## src/rtl/fhlm_pkg.sv

```systemverilog
// shared types and constants for the queued lock manager
package fhlm_pkg;

	// fixed field widths of the request and result items
	localparam int TASK_W   = 8;
	localparam int STATUS_W = 3;

	// defaults for the top level parameters
	localparam int DEF_WAITER_DEPTH = 16;
	localparam int DEF_TASK_ID_BITS = 8;

	// request kinds
	localparam logic OP_LOCK   = 1'b0;
	localparam logic OP_UNLOCK = 1'b1;

	// result status codes
	typedef enum logic [STATUS_W-1:0] {
		ST_ACQUIRED = 3'd0,
		ST_QUEUED   = 3'd1,
		ST_FREED    = 3'd2,
		ST_HANDOFF  = 3'd3,
		ST_DROPPED  = 3'd4
	} status_t;

endpackage

```

## src/rtl/fifo_handoff_lock_manager.sv

```systemverilog
// queued hardware lock with a waiter ring and ownership handoff
//
// Usage: each request item carries op (0 lock, 1 unlock) and task_id. Every
// request yields exactly one result item: status, wake_task, owner_task, held.
// Both channels use valid/stall; an item moves at a clock edge where valid is
// high and stall is low.
// Path: an accepted item is held in the input register, and its result is
// then registered in the output register.
// Throughput: one item per cycle, sustained while out_stall is low. The lock state, the ring
// pointers, the front-of-queue register and a prefetched next entry are all
// updated in the same cycle, so back-to-back handoffs need no bubble; the ring
// memory's single registered read port fetches the entry behind the new head.
// Stall: while the result register holds an item that is stalled, the input
// register cannot advance and in_stall is raised once it holds an item too.
// Reset: the lock is free, owner is zero and the waiter queue is empty; the
// ring memory itself is not cleared and needs no clearing pass.
module fifo_handoff_lock_manager
	import fhlm_pkg::*;
#(
	parameter int WAITER_DEPTH = DEF_WAITER_DEPTH,
	parameter int TASK_ID_BITS = DEF_TASK_ID_BITS
) (
	input  logic                clk,
	input  logic                arst_n,
	input  logic                in_valid,
	output logic                in_stall,
	input  logic                op,
	input  logic [TASK_W-1:0]   task_id,
	output logic                out_valid,
	input  logic                out_stall,
	output logic [STATUS_W-1:0] status,
	output logic [TASK_W-1:0]   wake_task,
	output logic [TASK_W-1:0]   owner_task,
	output logic                held
);

	localparam int PTR_W = (WAITER_DEPTH > 1) ? $clog2(WAITER_DEPTH) : 1;
	localparam int CNT_W = $clog2(WAITER_DEPTH + 1);
	localparam logic [CNT_W-1:0] CntFull = CNT_W'(WAITER_DEPTH);
	localparam logic [PTR_W-1:0] PtrLast = PTR_W'(WAITER_DEPTH - 1);
	localparam logic [TASK_W-1:0] TaskMask = (TASK_ID_BITS >= TASK_W) ?
		{TASK_W{1'b1}} : TASK_W'((1 << TASK_ID_BITS) - 1);

	// ring pointer increment with wrap at the depth
	function automatic logic [PTR_W-1:0] ptr_next(input logic [PTR_W-1:0] p);
		return (p == PtrLast) ? '0 : p + 1'b1;
	endfunction

	// input register
	logic              valid_s1;
	logic              op_s1;
	logic [TASK_W-1:0] task_s1;

	// lock and queue state
	logic              locked_q;
	logic [TASK_W-1:0] owner_q;
	logic [PTR_W-1:0]  head_q;
	logic [PTR_W-1:0]  tail_q;
	logic [CNT_W-1:0]  count_q;
	logic [TASK_W-1:0] front_q;

	// ring memory with registered read and write forwarding
	logic [TASK_W-1:0] ring_mem [WAITER_DEPTH];
	logic [TASK_W-1:0] rd_q;
	logic              fwd_q;
	logic [TASK_W-1:0] fwd_data_q;
	logic [TASK_W-1:0] next_entry;
	logic [PTR_W-1:0]  rd_addr;

	// result register
	logic              out_valid_q;
	status_t           status_q;
	logic [TASK_W-1:0] wake_q;
	logic [TASK_W-1:0] owner_out_q;
	logic              held_q;

	// decision logic
	logic              advance;
	logic              do_item;
	logic              push;
	logic              pop;
	status_t           status_d;
	logic              locked_d;
	logic [TASK_W-1:0] owner_d;
	logic [TASK_W-1:0] wake_d;
	logic [PTR_W-1:0]  head_d;

	// handshake
	assign advance  = !out_valid_q || !out_stall;
	assign do_item  = valid_s1 && advance;
	assign in_stall = valid_s1 && !advance;

	assign next_entry = fwd_q ? fwd_data_q : rd_q;

	// request decode against the current lock state
	always_comb begin
		push     = 1'b0;
		pop      = 1'b0;
		status_d = ST_FREED;
		locked_d = locked_q;
		owner_d  = owner_q;
		wake_d   = '0;
		if (op_s1 == OP_LOCK) begin
			if (!locked_q) begin
				status_d = ST_ACQUIRED;
				locked_d = 1'b1;
				owner_d  = task_s1;
			end else if (count_q >= CntFull) begin
				status_d = ST_DROPPED;
			end else begin
				status_d = ST_QUEUED;
				push     = do_item;
			end
		end else begin
			if (count_q == '0) begin
				status_d = ST_FREED;
				locked_d = 1'b0;
				owner_d  = '0;
			end else begin
				status_d = ST_HANDOFF;
				locked_d = 1'b1;
				owner_d  = front_q;
				wake_d   = front_q;
				pop      = do_item;
			end
		end
	end

	// head after this cycle and the prefetch address behind it
	assign head_d  = pop ? ptr_next(head_q) : head_q;
	assign rd_addr = ptr_next(head_d);

	// input register
	always_ff @(posedge clk or negedge arst_n) begin
		if (!arst_n) begin
			valid_s1 <= 1'b0;
		end else if (!in_stall) begin
			valid_s1 <= in_valid;
		end
	end

	always_ff @(posedge clk) begin
		if (in_valid && !in_stall) begin
			op_s1   <= op;
			task_s1 <= task_id & TaskMask;
		end
	end

	// lock state and queue pointers
	always_ff @(posedge clk or negedge arst_n) begin
		if (!arst_n) begin
			locked_q <= 1'b0;
			owner_q  <= '0;
			head_q   <= '0;
			tail_q   <= '0;
			count_q  <= '0;
			fwd_q    <= 1'b0;
		end else begin
			fwd_q <= push && (tail_q == rd_addr);
			if (do_item) begin
				locked_q <= locked_d;
				owner_q  <= owner_d;
				head_q   <= head_d;
				if (push) begin
					tail_q  <= ptr_next(tail_q);
					count_q <= count_q + 1'b1;
				end else if (pop) begin
					count_q <= count_q - 1'b1;
				end
			end
		end
	end

	// front-of-queue register: set by a push into an empty queue, else refilled on pop
	always_ff @(posedge clk) begin
		if (push && count_q == '0) begin
			front_q <= task_s1;
		end else if (pop) begin
			front_q <= next_entry;
		end
	end

	// ring memory write at tail, prefetch read behind head
	always_ff @(posedge clk) begin
		if (push) begin
			ring_mem[tail_q] <= task_s1;
		end
		rd_q       <= ring_mem[rd_addr];
		fwd_data_q <= task_s1;
	end

	// result register
	always_ff @(posedge clk or negedge arst_n) begin
		if (!arst_n) begin
			out_valid_q <= 1'b0;
		end else if (advance) begin
			out_valid_q <= valid_s1;
		end
	end

	always_ff @(posedge clk) begin
		if (do_item) begin
			status_q    <= status_d;
			wake_q      <= wake_d;
			owner_out_q <= locked_d ? owner_d : '0;
			held_q      <= locked_d;
		end
	end

	assign out_valid  = out_valid_q;
	assign status     = status_q;
	assign wake_task  = wake_q;
	assign owner_task = owner_out_q;
	assign held       = held_q;

	// queue count never passes the ring depth
	a_count_bound: assert property (@(posedge clk) disable iff (!arst_n)
		count_q <= CntFull)
		else $error("waiter count above ring depth");

	// a handoff leaves the woken task as the owner
	a_handoff_owner: assert property (@(posedge clk) disable iff (!arst_n)
		out_valid_q && status_q == ST_HANDOFF |-> held_q && owner_out_q == wake_q)
		else $error("handoff result does not name the woken task as owner");

	// only a handoff wakes a task
	a_wake_only_handoff: assert property (@(posedge clk) disable iff (!arst_n)
		out_valid_q && status_q != ST_HANDOFF |-> wake_q == '0)
		else $error("wake task set on a result other than handoff");

	// a dropped request means the queue was full and stays full
	a_drop_full: assert property (@(posedge clk) disable iff (!arst_n)
		out_valid_q && status_q == ST_DROPPED |-> count_q == CntFull && locked_q)
		else $error("request dropped while the queue had room");

endmodule

```

## config.mk

```make
export PLATFORM = sky130hd
export DESIGN_NAME = fifo_handoff_lock_manager
export DESIGN_NICKNAME = d
export VERILOG_FILES = /design/src/rtl/fhlm_pkg.sv /design/src/rtl/fifo_handoff_lock_manager.sv
export SDC_FILE = /design/constraint.sdc
export NUM_CORES = 1
export LEC_CHECK = 0
export ABC_AREA = 1
export BUFFER_PORTS_ARGS = -buffer_cell sky130_fd_sc_hd__buf_2
export CORE_UTILIZATION = 60
export CTS_BUF_LIST = sky130_fd_sc_hd__clkbuf_8 sky130_fd_sc_hd__clkbuf_16
export CTS_CLUSTER_SIZE = 20
export DETAILED_ROUTE_END_ITERATION = 8
export HOLD_SLACK_MARGIN = 0.02
export PLACE_DENSITY = 0.78
export SYNTH_ARGS = -nofsm -noshare
export SYNTH_HDL_FRONTEND = slang
export SYNTH_SLANG_ARGS = --single-unit
```

## constraint.sdc

```tcl
create_clock -name clk -period 5.8 [get_ports clk]
set_clock_uncertainty 0.2 [all_clocks]
set_input_delay 0.29 -clock clk [delete_from_list [all_inputs] [get_ports clk]]
set_output_delay 0.29 -clock clk [all_outputs]
set_load 0.01 [all_outputs]
```

# ---- Word-level counts from Yosys, hierarchy flattened
# Memories as Yosys holds them, arrays and structs flattened. A register that Yosys moved wholly into a read port is not among the register bits.
# Cells that the tools add are included.
dict set report word_totals {
  mem_count 1
  out_inout_bits 22
  ff_bits 70
  ramBits 128
}
dict set report classes {
  n_eq_ne 4
  n_mux 25
  reduce_logical 15
  addsub 5
  n_lt_le_gt_ge 1
}
# memory words width read_ports rd_clocked_by_memory_dff write_ports line
set mem_list {}
lappend mem_list {ring_mem 16 8 1 1 1 fifo_handoff_lock_manager.sv:63} ;# logic [TASK_W-1:0] ring_mem [WAITER_DEPTH];
# op n
set ops {}
lappend ops {{$mux W8} 6}
lappend ops {{$mux W4} 4}
lappend ops {{$add A4 B1 Y4 const B} 3}
lappend ops {{$eq A4 B4 Y1 const B} 3}
lappend ops {{$mux W1} 10}
lappend ops {{$mux W5} 2}
lappend ops {{$mux W3} 3}
lappend ops {{$add A5 B1 Y5 const B} 1}
lappend ops {{$ge A5 B5 Y1 const B} 1}
lappend ops {{$logic_and A1 B1 Y1} 5}
lappend ops {{$logic_not A5 Y1} 1}
lappend ops {{$sub A5 B1 Y5 const B} 1}
lappend ops {{$eq A4 B4 Y1} 1}
lappend ops {{$logic_not A1 Y1} 4}
lappend ops {{$reduce_and A2 Y1} 2}
lappend ops {{$reduce_bool A2 Y1} 2}
lappend ops {{$logic_or A1 B1 Y1} 1}

# ---- Logic depth before layout (Yosys ltp)
dict set report logic_depth {
  ltp_word 10
  mapped_depth 20
  depth_no_buf 18
}

# ---- Worst setup path before layout
# Ideal clock, no wire load.
dict set report synth_path {
  path_kind {reg2reg}
  from {register out_valid_q, in the netlist out_valid}
  to {register rd_q[3] (read register of ring_mem)}
  setup_ns 0.058
  synth_period_minus_slack_ns 2.533
  arrival_ns 2.275
  path_stages_with_launch 16
  required_time_ns 5.542
  setup_slack_ns 3.267
  cell_sequence {dfrtp_1 -> nand2_2 -> nand2_4 -> inv_4 -> nand3_4 -> or2_1 -> o21ai_1 -> inv_2 -> ha_1 -> clkbuf_1 -> inv_1 -> buf_1 -> nand3_1 -> nand3_1 -> nand3_1 -> nand2_1}
}
dict set report synth_via {
  elab_chain_cells 8
  elab_cells_between_ends 9
}
# element line
set synth_rtl {}
lappend synth_rtl {{start: declaration} fifo_handoff_lock_manager.sv:71} ;# logic out_valid_q;
lappend synth_rtl {{start signal: assignment} fifo_handoff_lock_manager.sv:197} ;# out_valid_q <= valid_s1;
lappend synth_rtl {{$logic_not A1 Y1 (*)} fifo_handoff_lock_manager.sv:89} ;# assign advance = !out_valid_q || !out_stall;
lappend synth_rtl {{$logic_or A1 B1 Y1 (*)} fifo_handoff_lock_manager.sv:89}
lappend synth_rtl {{$logic_and A1 B1 Y1 (*)} fifo_handoff_lock_manager.sv:90} ;# assign do_item = valid_s1 && advance;
lappend synth_rtl {{$mux W1 (*)} fifo_handoff_lock_manager.sv:115} ;# if (count_q == '0) begin
lappend synth_rtl {{$mux W1 (*)} fifo_handoff_lock_manager.sv:103} ;# if (op_s1 == OP_LOCK) begin
lappend synth_rtl {{$mux W4 (*)} fifo_handoff_lock_manager.sv:130} ;# assign head_d = pop ? ptr_next(head_q) : head_q;
lappend synth_rtl {{named net head_d[1]} fifo_handoff_lock_manager.sv:86} ;# logic [PTR_W-1:0] head_d;
lappend synth_rtl {{$add A4 B1 Y4 / $eq A4 B4 Y1 (equally long branches)} fifo_handoff_lock_manager.sv:46} ;# return (p == PtrLast) ? '0 : p + 1'b1;
lappend synth_rtl {{$mux W4 (*)} fifo_handoff_lock_manager.sv:46}
lappend synth_rtl {{end: declaration} fifo_handoff_lock_manager.sv:64} ;# logic [TASK_W-1:0] rd_q;
# Mark *: on every way through the listed nets, which the timed path passes. The rest lies on a longest branch.
# A chain may end at the register's enable or synchronous reset.

# ---- Worst setup path after layout
dict set report layout_path {
  from {input out_stall}
  to {register rd_q[5] (read register of ring_mem)}
}
dict set report layout_via {
  elab_chain_cells 8
  elab_cells_between_ends 9
}
# element line
set layout_rtl {}
lappend layout_rtl {{start: declaration} fifo_handoff_lock_manager.sv:30} ;# input logic out_stall,
lappend layout_rtl {{$logic_not A1 Y1 (*)} fifo_handoff_lock_manager.sv:89}
lappend layout_rtl {{$logic_or A1 B1 Y1 (*)} fifo_handoff_lock_manager.sv:89}
lappend layout_rtl {{$logic_and A1 B1 Y1 (*)} fifo_handoff_lock_manager.sv:90}
lappend layout_rtl {{$mux W1 (*)} fifo_handoff_lock_manager.sv:115}
lappend layout_rtl {{$mux W1 (*)} fifo_handoff_lock_manager.sv:103}
lappend layout_rtl {{$mux W4 (*)} fifo_handoff_lock_manager.sv:130}
lappend layout_rtl {{$add A4 B1 Y4 / $eq A4 B4 Y1 (equally long branches)} fifo_handoff_lock_manager.sv:46}
lappend layout_rtl {{$mux W4 (*)} fifo_handoff_lock_manager.sv:46}
# Mark *: on every way between the ends. The rest lies on a longest branch, timed or not.

==> metrics.csv <==
metric;value;unit
status;finished clean;
yosys_warnings;0;
globalplace.congestion;0.8410;
pwr-share-clk;25.2;%
cts_hold_buf;13;
synth_common_cells;edfxtp_1 (165), nand2_1 (149), nand3_1 (149);
first_pass_iters;5;
synth_most_common_cell;edfxtp_1;
critPathLaunchType;input pin;
multi_input_area;2291;um^2
cts_buffer_depth;3;
tightest_slew;1.105;ns
drive_gt1_share;9.417;%
grt_max_degree;67;
remaining_drc_errors;0;
hold-worst-slack;0.1473;ns
pwr-share-comb;37.5;%
dp_hpwl;11210;um
ys_async_sr_fraction;12.14;%
fmax;0.2685;GHz
netlist_area;9010;um^2
hold_class;input pin to asynchronous set/reset pin;
synthFlopType;edfxtp_1;
crit_type;input pin to flip-flop;
rows;44;
grt_usage;24.87;%
drv_cap;0;
fin_crit;3.724;ns
setup_violations;0;
overflow;0;
power.switching;1.980;mW
final-hold-violation-count;0;
postCtsSetupRepairBufs;0;
report.final.slew_viol_count;0;
synth_cells;842;
period_share;64.21;%
intPower;3.137;mW
port_buffers;34;
p_leak;4.288;nW
regArea;5901;um^2
boundaryPins;35;
synth.largest_area_cell;edfxtp_1;
wl_per_cell;17.56;um
area_growth;10.87;%
irDropWorstVdd;528.5;uV
synth_top_area_share;54.99;%
die_area;15510;um^2
powerDensity;512.2;nW/um^2
ys_seq_area_share;65.49;%
drt_iter0_drc;667;
setup-tns-final;0;ns
cts-root-buf;clkbuf_16;
synth_edf_count;165;
clk_pin_slew;0.06;ns
cts_sinks;206;
arrival;3.95;ns
start_util;61.76;%
die_w;124.5;um
antenna_found_initial;0;
worstSetupStartpoint;out_stall;
slew_headroom;26.24;%
grt_pass1_vias;5712;
avgSynthCellArea;10.70;um^2
ant_nets;0;
power_frac_seq;37.3;%
core;14590;um^2
rsz0062_at_grt;false;
swShare;38.69;%
critPathMaxFanout;66;
nFillCells;1027;
cts_resized;0;
r2r-start;out_valid;
vias;6040;
syn_nets;865;
grt_pass1_wl;29830;um
wl;18900;um
clock_latency;0.50;ns
via_per_inst;5.613;
diodes;0;
htree_levels;1;
cts_tree;yes;
nNetsFinal;901;
synth-seq-cells;206;
worstSetupEndpointType;flip-flop;
die_height;124.5;um
synthTopCellsByArea;edfxtp_1 (55%), nand3_1 (8.3%), dfrtp_1 (6.9%);
cts_buffers;21;
critical_path_required;6.03;ns
yosysUniqueCellTypes;37;
metrics by stage:
stage | util [%] | std cells | area [um^2] | worst slack [ns] | total power [mW]
detailed placement | 63.08 | 1026 | 9203 | 2.227 | 3.803
global route | 68.47 | 1076 | 9990 | 1.847 | 5.388
finish | 68.47 | 1076 | 9990 | 2.076 | 5.117
global placement | 63.08 | 1026 | 9203 | 2.353 | 3.760
floorplan | - | 842 | 9010 | 3.267 | 3.430
CTS | 68.47 | 1076 | 9990 | 2.199 | 5.092
path summary, 6_finish.rpt:
kind	endpoint	cells after the start	slack (ns)
max in group asynchronous	owner_q[1]	2	4.85
setup reg to reg	rd_q[5]	15	2.13
min in group clk	ring_mem[6][0]	0	0.26
hold reg to reg	ring_mem[6][0]	0	0.26
setup / recovery	rd_q[5]	17	2.08
hold / removal	count_q[2]	2	0.15
logic make-up after synthesis:
logic type / Yosys count / synth area share (%)
DFF: 206 / 65.49
and+or+nand+nor: 382 / 20.03
buffers and inverters: 190 / 9.165
AOI/OAI and AO/OA: 45 / 2.958
adders and majority gates: 10 / 1.472
xor gates and xnor gates: 8 / 0.7777
muxes: 1 / 0.1111
routing by layer:
layer	vias to the layer above	track usage, %	part of all wire, %
met4	0	10.56	3.7
met5	-	0	0
met1	2862	34.08	41
met3	56	3.651	7.0
met2	258	39.94	48
li1	2864	-	-
power groups by stage:
stage	Clock (mW)	Combinational, mW	Sequential, mW
finish	1.29	1.92	1.91
global placement	0	1.83	1.93
CTS	1.30	1.89	1.91
global route	1.36	2.11	1.92
detailed placement	0	1.87	1.94
floorplan	0	1.53	1.90
worst max-delay path, cell delays in order:
cell           delay (ns)
dlygate4sd3_1        0.54
buf_2                0.13
nand2_2              0.09
nand2_4              0.12
inv_4                0.31
nand3_4              0.15
inv_2                0.13
o21ai_1              0.11
o21ai_4              0.08
buf_4                0.58
nand2_2              0.32
buf_4                0.39
nand2_1              0.13
nand3_1              0.07
nand3_1              0.14
nand3_1              0.18
nand2_1              0.14
layout make-up:
cell class | instances | area share (%)
repair buffers | 53 | 3.457
clock inverters | 12 | 0.7640
multi-input cells | 446 | 22.93
well taps | 184 | 2.305
inverters | 150 | 5.661
clock buffers | 25 | 5.812
flip-flops and latches | 206 | 59.07
state kept, by name, summed over array words and instances (netlist names), 4 cells and up:
| signal | cells |
|---|---|
| task_s1 | 8 |
| front_q | 8 |
| head_q | 4 |
| tail_q | 4 |
| ring_mem | 128 |
| fwd_data_q | 8 |
| rd_q | 8 |
| wake_task | 8 |
| owner_q | 8 |
| owner_task | 8 |
| count_q | 5 |
cells in the final DEF, fill, tap and decap left out, drive strengths merged, types with 8 or more instances in the layout:
cell	n
edfxtp	165
nor2	38
nand2	154
clkbuf	25
nand3b	32
inv	156
o21ai	24
o211ai	9
ha	9
dlygate4sd3	13
dfrtp	25
nand3	151
dfxtp	16
xor2	8
buf	40
No activity file was read; power rests on OpenSTA's default activity.
